`config.mk`:
```
export PLATFORM = sky130hd
export DESIGN_NAME = tap_rate_meter_moving_average_core
export DESIGN_NICKNAME = d
export VERILOG_FILES = /design/src/rtl/core/trm_pkg.sv /design/src/rtl/core/trm_div.sv /design/src/rtl/core/tap_rate_meter_moving_average_core.sv
export SDC_FILE = /design/constraint.sdc
export NUM_CORES = 1
export LEC_CHECK = 0
export BUFFER_PORTS_ARGS = -buffer_cell sky130_fd_sc_hd__buf_4
export CAP_MARGIN = 25
export CORE_MARGIN = 2
export CORE_UTILIZATION = 50
export DETAILED_ROUTE_END_ITERATION = 6
export GPL_ROUTABILITY_DRIVEN = 0
export PLACE_DENSITY = 0.69
export SYNTH_ARGS = -nofsm -noshare
export SYNTH_HDL_FRONTEND = slang
export SYNTH_HIERARCHICAL = 1
export SYNTH_SLANG_ARGS = --single-unit
```
`constraint.sdc`:
```
create_clock -name clk -period 8.38 [get_ports clk]
set_input_delay 1.676 -clock clk [delete_from_list [all_inputs] [get_ports clk]]
set_output_delay 1.676 -clock clk [all_outputs]
set_load 0.01 [all_outputs]
```
`src/rtl/core/trm_pkg.sv`:
```
`timescale 1ns / 1ps

package trm_pkg;

    // Field widths fixed by the item format.
    localparam int RATE_W = 16;
    localparam int TPM_W  = 16;
    localparam int TS_W   = 32;

    // Parameter defaults.
    localparam int WINDOW_DEPTH_DEF = 4;
    localparam int TIME_BITS_DEF    = 32;

    // Rate saturation value and register reset value.
    localparam logic [RATE_W-1:0] RATE_MAX  = 16'hFFFF;
    localparam logic [TPM_W-1:0]  TPM_RESET = 16'd60000;

    // Input operation codes.
    localparam logic OP_TAP   = 1'b0;
    localparam logic OP_CLEAR = 1'b1;

    // Configuration port geometry and register word indexes.
    localparam int APB_ADDR_W = 3;
    localparam int APB_DATA_W = 32;
    localparam logic [APB_ADDR_W-3:0] REG_TICKS_PER_MINUTE = '0;

    // Sequencer states.
    typedef enum logic [2:0] {
        ST_IDLE,
        ST_RATE,
        ST_STORE,
        ST_SUM,
        ST_MEAN,
        ST_OUT
    } trm_state_t;

endpackage

```
`src/rtl/core/trm_div.sv`:
```
`timescale 1ns / 1ps

module trm_div #(
    parameter int DVD_W = 18,
    parameter int DVS_W = 32
) (
    input  logic             clk,
    input  logic             rst_n,
    input  logic             start,
    input  logic [DVD_W-1:0] dividend,
    input  logic [DVS_W-1:0] divisor,
    output logic             done,
    output logic [DVD_W-1:0] quotient
);

    localparam int CNT_W = $clog2(DVD_W + 1);

    logic             busy_reg;
    logic             done_reg;
    logic [CNT_W-1:0] cnt_reg;
    logic [DVD_W-1:0] quo_reg;
    logic [DVS_W-1:0] rem_reg;
    logic [DVS_W-1:0] dvs_reg;

    logic [DVS_W:0]   rem_shift;
    logic [DVS_W:0]   rem_diff;
    logic             take_sub;

    // One restoring step: bring down the next dividend bit and try a subtract.
    always_comb
    begin
        rem_shift = {rem_reg, quo_reg[DVD_W-1]};
        rem_diff  = rem_shift - {1'b0, dvs_reg};
        take_sub  = (rem_shift >= {1'b0, dvs_reg});
    end

    // Step counter; done pulses for one cycle after the last quotient bit.
    always_ff @(posedge clk or negedge rst_n)
    begin
        if (!rst_n)
        begin
            busy_reg <= 1'b0;
            done_reg <= 1'b0;
            cnt_reg  <= '0;
        end
        else if (start)
        begin
            busy_reg <= 1'b1;
            done_reg <= 1'b0;
            cnt_reg  <= CNT_W'(DVD_W);
        end
        else if (busy_reg)
        begin
            cnt_reg <= cnt_reg - 1'b1;
            if (cnt_reg == CNT_W'(1))
            begin
                busy_reg <= 1'b0;
                done_reg <= 1'b1;
            end
        end
        else
        begin
            done_reg <= 1'b0;
        end
    end

    // The dividend shifts out at the top while quotient bits shift in below.
    always_ff @(posedge clk)
    begin
        if (start)
        begin
            quo_reg <= dividend;
            rem_reg <= '0;
            dvs_reg <= divisor;
        end
        else if (busy_reg)
        begin
            quo_reg <= {quo_reg[DVD_W-2:0], take_sub};
            rem_reg <= take_sub ? rem_diff[DVS_W-1:0] : rem_shift[DVS_W-1:0];
        end
    end

    assign done     = done_reg;
    assign quotient = quo_reg;

endmodule

```
`src/rtl/core/tap_rate_meter_moving_average_core.sv`:
```
`timescale 1ns / 1ps

// Channel   Signals                                       Direction
// -------   -------------------------------------------   ---------
// in        in_valid, in_ready, op, timestamp              sink
// out       out_valid, out_ready, average_rate,            source
//           latest_rate, window_fill
// apb       psel, penable, pwrite, paddr, pwdata,          slave
//           prdata, pready
//
// A tap transaction with a nonzero interval makes two passes through the shared
// bit-serial divider (one bit per cycle), the rate division and the window mean,
// and a summing pass over the ring, one entry per cycle.
// A clear transaction or a first tap skips the rate division.
// Reset clears the control state and sets ticks_per_minute to 60000.
// One input transaction is worked on at a time; the next one is taken while the
// previous result still waits in the output register, and a stalled output only
// holds the sequencer at its final step.

module tap_rate_meter_moving_average_core
#(
    parameter int WINDOW_DEPTH = trm_pkg::WINDOW_DEPTH_DEF,
    parameter int TIME_BITS    = trm_pkg::TIME_BITS_DEF,
    parameter int FILL_W       = $clog2(WINDOW_DEPTH + 1)
) (
    input  logic                          clk,
    input  logic                          rst_n,
    // Input channel
    input  logic                          in_valid,
    output logic                          in_ready,
    input  logic                          op,
    input  logic [trm_pkg::TS_W-1:0]       timestamp,
    // Output channel
    output logic                          out_valid,
    input  logic                          out_ready,
    output logic [trm_pkg::RATE_W-1:0]     average_rate,
    output logic [trm_pkg::RATE_W-1:0]     latest_rate,
    output logic [FILL_W-1:0]              window_fill,
    // Configuration port
    input  logic                          psel,
    input  logic                          penable,
    input  logic                          pwrite,
    input  logic [trm_pkg::APB_ADDR_W-1:0] paddr,
    input  logic [trm_pkg::APB_DATA_W-1:0] pwdata,
    output logic [trm_pkg::APB_DATA_W-1:0] prdata,
    output logic                          pready
);

    import trm_pkg::*;

    localparam int IDX_W = (WINDOW_DEPTH > 1) ? $clog2(WINDOW_DEPTH) : 1;
    localparam int SUM_W = RATE_W + $clog2(WINDOW_DEPTH);
    localparam int DVD_W = SUM_W;
    localparam int DVS_W = TIME_BITS;

    trm_state_t            state_reg;
    trm_state_t            state_next;

    logic [TPM_W-1:0]      tpm_reg;
    logic                  awaiting_first_reg;
    logic [TIME_BITS-1:0]  prev_ts_reg;
    logic [RATE_W-1:0]     ring_mem [WINDOW_DEPTH];
    logic [IDX_W-1:0]      wr_idx_reg;
    logic [FILL_W-1:0]     fill_reg;
    logic [RATE_W-1:0]     last_rate_reg;
    logic [RATE_W-1:0]     rate_reg;
    logic [RATE_W-1:0]     mean_reg;
    logic [FILL_W-1:0]     sum_idx_reg;
    logic [SUM_W-1:0]      acc_reg;

    logic                  out_valid_reg;
    logic [RATE_W-1:0]     average_rate_reg;
    logic [RATE_W-1:0]     latest_rate_reg;
    logic [FILL_W-1:0]     window_fill_reg;

    logic                  in_fire;
    logic                  out_load;
    logic [TIME_BITS-1:0]  interval;
    logic                  interval_zero;
    logic                  div_start;
    logic [DVD_W-1:0]      div_dividend;
    logic [DVS_W-1:0]      div_divisor;
    logic                  div_done;
    logic [DVD_W-1:0]      div_quotient;
    logic                  cfg_write;
    logic [APB_ADDR_W-3:0] cfg_word;

    // Interval since the previous tap, modulo the timestamp range.
    assign interval      = timestamp[TIME_BITS-1:0] - prev_ts_reg;
    assign interval_zero = (interval == '0);
    assign in_fire       = in_valid && in_ready;

    // Configuration register access.
    assign pready    = 1'b1;
    assign cfg_word  = paddr[APB_ADDR_W-1:2];
    assign cfg_write = psel && penable && pwrite && pready;

    always_comb
    begin
        prdata = '0;
        if (cfg_word == REG_TICKS_PER_MINUTE)
        begin
            prdata = APB_DATA_W'(tpm_reg);
        end
    end

    always_ff @(posedge clk or negedge rst_n)
    begin
        if (!rst_n)
        begin
            tpm_reg <= TPM_RESET;
        end
        else if (cfg_write && (cfg_word == REG_TICKS_PER_MINUTE))
        begin
            tpm_reg <= pwdata[TPM_W-1:0];
        end
    end

    // Next-state logic of the sequencer.
    always_comb
    begin
        state_next = state_reg;
        unique case (state_reg)
            ST_IDLE:
            begin
                if (in_valid)
                begin
                    if (op == OP_CLEAR || awaiting_first_reg)
                    begin
                        state_next = ST_SUM;
                    end
                    else if (interval_zero)
                    begin
                        state_next = ST_STORE;
                    end
                    else
                    begin
                        state_next = ST_RATE;
                    end
                end
            end
            ST_RATE:
            begin
                if (div_done)
                begin
                    state_next = ST_STORE;
                end
            end
            ST_STORE:
            begin
                state_next = ST_SUM;
            end
            ST_SUM:
            begin
                if (fill_reg == '0)
                begin
                    state_next = ST_OUT;
                end
                else if (sum_idx_reg == fill_reg)
                begin
                    state_next = ST_MEAN;
                end
            end
            ST_MEAN:
            begin
                if (div_done)
                begin
                    state_next = ST_OUT;
                end
            end
            ST_OUT:
            begin
                if (out_load)
                begin
                    state_next = ST_IDLE;
                end
            end
            default:
            begin
                state_next = ST_IDLE;
            end
        endcase
    end

    // Control outputs of the sequencer and divider operand selection.
    always_comb
    begin
        in_ready     = 1'b0;
        div_start    = 1'b0;
        out_load     = 1'b0;
        div_dividend = DVD_W'(tpm_reg);
        div_divisor  = DVS_W'(interval);
        unique case (state_reg)
            ST_IDLE:
            begin
                in_ready  = 1'b1;
                div_start = in_valid && (op == OP_TAP) && !awaiting_first_reg
                            && !interval_zero;
            end
            ST_SUM:
            begin
                div_dividend = acc_reg;
                div_divisor  = DVS_W'(fill_reg);
                div_start    = (fill_reg != '0) && (sum_idx_reg == fill_reg);
            end
            ST_OUT:
            begin
                out_load = !out_valid_reg || out_ready;
            end
            default:
            begin
                in_ready = 1'b0;
            end
        endcase
    end

    always_ff @(posedge clk or negedge rst_n)
    begin
        if (!rst_n)
        begin
            state_reg <= ST_IDLE;
        end
        else
        begin
            state_reg <= state_next;
        end
    end

    // Shared bit-serial divider: rate first, then the window mean.
    trm_div #(
        .DVD_W (DVD_W),
        .DVS_W (DVS_W)
    ) u_div (
        .clk      (clk),
        .rst_n    (rst_n),
        .start    (div_start),
        .dividend (div_dividend),
        .divisor  (div_divisor),
        .done     (div_done),
        .quotient (div_quotient)
    );

    // Measurement state: first-tap flag, previous timestamp, ring pointers, last rate.
    always_ff @(posedge clk or negedge rst_n)
    begin
        if (!rst_n)
        begin
            awaiting_first_reg <= 1'b1;
            prev_ts_reg        <= '0;
            wr_idx_reg         <= '0;
            fill_reg           <= '0;
            last_rate_reg      <= '0;
        end
        else if (in_fire)
        begin
            if (op == OP_CLEAR)
            begin
                awaiting_first_reg <= 1'b1;
                wr_idx_reg         <= '0;
                fill_reg           <= '0;
                last_rate_reg      <= '0;
            end
            else
            begin
                awaiting_first_reg <= 1'b0;
                prev_ts_reg        <= timestamp[TIME_BITS-1:0];
            end
        end
        else if (state_reg == ST_STORE)
        begin
            last_rate_reg <= rate_reg;
            if (wr_idx_reg == IDX_W'(WINDOW_DEPTH - 1))
            begin
                wr_idx_reg <= '0;
            end
            else
            begin
                wr_idx_reg <= wr_idx_reg + 1'b1;
            end
            if (fill_reg < FILL_W'(WINDOW_DEPTH))
            begin
                fill_reg <= fill_reg + 1'b1;
            end
        end
    end

    // Datapath: rate capture, ring write, serial summation and the mean.
    always_ff @(posedge clk)
    begin
        if (in_fire)
        begin
            rate_reg    <= RATE_MAX;
            sum_idx_reg <= '0;
            acc_reg     <= '0;
        end
        if (state_reg == ST_RATE && div_done)
        begin
            rate_reg <= div_quotient[RATE_W-1:0];
        end
        if (state_reg == ST_STORE)
        begin
            ring_mem[wr_idx_reg] <= rate_reg;
        end
        if (state_reg == ST_SUM)
        begin
            if (fill_reg == '0)
            begin
                mean_reg <= '0;
            end
            else if (sum_idx_reg != fill_reg)
            begin
                acc_reg     <= acc_reg + SUM_W'(ring_mem[sum_idx_reg[IDX_W-1:0]]);
                sum_idx_reg <= sum_idx_reg + 1'b1;
            end
        end
        if (state_reg == ST_MEAN && div_done)
        begin
            mean_reg <= div_quotient[RATE_W-1:0];
        end
    end

    // Output register; it frees the sequencer to take the next transaction.
    always_ff @(posedge clk or negedge rst_n)
    begin
        if (!rst_n)
        begin
            out_valid_reg <= 1'b0;
        end
        else if (out_load)
        begin
            out_valid_reg <= 1'b1;
        end
        else if (out_ready)
        begin
            out_valid_reg <= 1'b0;
        end
    end

    always_ff @(posedge clk)
    begin
        if (out_load)
        begin
            average_rate_reg <= mean_reg;
            latest_rate_reg  <= last_rate_reg;
            window_fill_reg  <= fill_reg;
        end
    end

    assign out_valid    = out_valid_reg;
    assign average_rate = average_rate_reg;
    assign latest_rate  = latest_rate_reg;
    assign window_fill  = window_fill_reg;

endmodule
```
==> impl_metrics.py <==
metrics = {
    "route": {
        "ant_nets": 0,
        "drtIter0Drc": 791,
        "wl_met2_mm": 16.43,
        "wl_per_cell_um": 17.15,
        "highest_layer": "met4",
        "wl_met1_mm": 18.09,
        "viasPerCell": 5.603,
        "dr.pass1.iters": 7,
        "totalWireLength_mm": 36.80,
        "drc_errors": 0,
        "dr_wl_met3_mm": 1.771,
        "vias": 12025,
    },
    "floorplan": {
        "dieArea_um2": 35320,
        "fp.dieW_um": 187.9,
        "core_area_um2": 33450,
        "die_h_um": 187.9,
        "placementRows": 67,
        "io_pins": 145,
        "initial_core_util": 0.5057,
    },
    "clocking": {
        "cts_resized": 0,
        "path_clk_slew_ns": 0.06,
        "cts.sinks": 315,
        "tritoncts": "yes",
        "clk_latency_ns": 0.52,
        "clockBufferDepth": 3,
        "cts_buffers": 35,
        "post_cts_buffers": 0,
        "htree_levels": 2,
        "clockRootBuffer": "clkbuf_16",
        "hold_buffers": 0,
    },
    "sta": {
        "period_needed_ns": 5.990,
        "rsz0062_at_grt": "false",
        "setup_tns_ns": 0,
        "fin_crit_sh": 0.7148,
        "drv_slew": 0,
        "fin_skew_ns": 0.01755,
        "setup_viol": 0,
        "setup_ws_ns": 2.390,
        "tightest_slew_ns": 1.003,
        "final_hold_viol_count": 0,
        "max_freq_ghz": 0.1669,
        "slew_headroom": 0.3290,
    },
    "power": {
        "ir_worst_vdd_mv": 0.2721,
        "power.density_nw_per_um2": 411.2,
        "p_leak_uw": 0.007875,
    },
    "place": {
        "port_buffers": 109,
        "pre_cts_slack_ns": 1.885,
        "dpl.hpwl_mm": 26.35,
    },
    "logic_synthesis": {
        "avgSynthCellArea_um2": 10.74,
        "synth.area.top_cells": "edfxtp_1 (32%), dfrtp_1 (11%), ha_1 (6.5%)",
        "syn_area_um2": 16910,
        "synth_flop_cell": "edfxtp_1",
        "synth_cell_type_count": 93,
        "yosys.area.top_type_share": 0.3213,
        "synth_edf_count": 181,
        "ys_async_sr_fraction": 0.2571,
        "ys_warn_count": 6,
        "syn_inst": 1575,
        "synth.yosys.seq_area_share": 0.5045,
        "yosysTopAreaCell": "edfxtp_1",
        "synth_seq_cells": 315,
    },
    "final_layout": {
        "n_antenna_cell": 0,
        "syn2layout_area_growth_pct": 13.80,
        "fin_nets": 1837,
        "top_register": "ring_mem",
        "multiInputGateArea_um2": 7644,
        "seqCellArea_um2": 8533,
        "final_layout_size_suffix_gt1_frac": 0.1643,
        "largest_reg_flops": 64,
        "fill_cells": 2828,
        "fin_util": 0.5755,
    },
    "worst_setup_path": {
        "cp_max_fo": 40,
        "crit_slowest_cell": "or4_4",
        "worstPathRequired_ns": 8.50,
        "critical_path_class": "in -> reg",
        "start_kind": "primary input",
        "critical_path_arrival_ns": 6.11,
        "endpoint_kind": "flop",
        "cp_slowest_stage_delay_ns": 0.53,
        "cp_common_cell": "buf_4",
        "worstPathCellList": "buf_4 > ha_1 > a2111o_1 > o2111a_1 > o21ai_1 > nand2_1 > xor2_1 > nor4b_1 > nand4_1 > or4_4 > nor4b_4 > o22ai_4 > buf_4 > nor2_1 > buf_4 > inv_1",
    },
    "grt": {
        "grt_max_degree": 63,
        "first_global_vias": 11588,
        "overflow": 0,
        "grt_pass1_wl_mm": 60.40,
        "grtUsageTotal": 0.2100,
        "antenna_found_initial": 0,
    },
    "min_path": {
        "hold_class": "reg -> reg",
    },
    "flow_run": {
        "maxCapViolCount": 0,
    },
    "status": {
        "status": "finished clean",
    },
}
==> layer usage <==
metal,track usage,vias up
met5,0,-
li1,-,5835
met1,0.3130,5831
met4,0.04179,0
met2,0.3292,314
met3,0.02901,45
==> final timing paths <==
kind                                             from                      endpoint  slack [ns]  depth (start not counted)
setup / recovery                         timestamp[7]   u_div/quotient[1]$_DFFE_PP_        2.39                         16
hold / removal              mean_reg[7]$_SDFFCE_PN0P_     average_rate[7]$_DFFE_PP_        0.42                          0
setup reg to reg           prev_ts_reg[7]$_DFFE_PN0P_   u_div/quotient[1]$_DFFE_PP_        3.31                         16
hold reg to reg             mean_reg[7]$_SDFFCE_PN0P_     average_rate[7]$_DFFE_PP_        0.42                          0
max in group asynchronous                       rst_n  last_rate_reg[4]$_DFFE_PN0P_        6.20                          2
min in group asynchronous                       rst_n   prev_ts_reg[22]$_DFFE_PN0P_        1.10                          1
==> per-stage QoR <==
stage,hold slack (ns),cells,instance area (um2),power (uW)
floorplan,0.4003,1590,16970,5530
global placement,0.4024,2077,18020,6289
detailed placement,0.4045,2079,18050,6398
CTS,0.4187,2143,19190,7935
global route,0.4230,2146,19250,8515
finish,0.4182,2146,19250,7916
==> synthesized netlist by cell type, drive strengths merged, types with 4 or more instances <==
master  instances
clkbuf         45
a31oi          18
a311oi          5
nor2           84
or2             6
ha             88
nor2b          29
o221ai          5
o31ai           7
o211ai         10
o21bai          6
mux2i          25
or3             6
a21o           26
o21a           12
dfrtp          73
o31a            4
a211oi         25
o22ai           4
nor3           12
xnor2          39
inv            93
a21oi          71
dfxtp          53
dfstp           8
xor2           31
nand2         189
and4            4
edfxtp        181
buf            40
nand4          16
mux4           16
nand2b         27
mux2           38
and2           36
o21ai         105
and3           21
nand3          41
a22o           21
==> placed cells by master (no fill, tap or decap), types with 38 or more instances in the layout <==
master and instances:
ha_1 88, buf_4 124, dfrtp_1 73, edfxtp_1 181
inv_1 93, nand3_1 41, o21ai_0 94, nand2_1 188
xnor2_1 39, mux2_2 38, a21oi_1 67, nor2_1 80
dfxtp_1 53
==> worst max-delay path: cells and delay by family <==
| kind | cells | cell delay, ns |
|---|---|---|
| adders and majority gates | 1 | 0.43 |
| and+or+nand+nor | 6 | 1.83 |
| xor gates and xnor gates | 1 | 0.16 |
| AOI/OAI and AO/OA | 4 | 0.81 |
| buffers and inverters | 4 | 1.17 |
==> power by group <==
group | total (uW) | leakage (uW) | internal, uW | switching (uW)
clock network | 1500 | 0.000545 | 883 | 622
logic | 3850 | 0.00433 | 1660 | 2190
registers | 2560 | 0.00300 | 2260 | 304
==> layout make-up <==
cell class | count | area share
flip-flops and latches | 315 | 0.4433
clock inverters | 19 | 0.009035
well taps | 448 | 0.02912
inverters | 93 | 0.01814
clock buffers | 45 | 0.05012
multi-input cells | 1097 | 0.3971
repair buffers | 129 | 0.05317
==> cell families (layout without fill, tap and decap cells) <==
group	after synthesis	in the layout	synth area share
flops	315	315	0.5045
fa+ha+maj	91	91	0.06864
mux	79	79	0.06140
buf+inv	178	286	0.04867
xor+xnor	70	70	0.03625
simple gates	489	489	0.1413
compound gates	351	351	0.1388
other cells	2	17	0.0004440
Power figures use the tool's default switching activity.
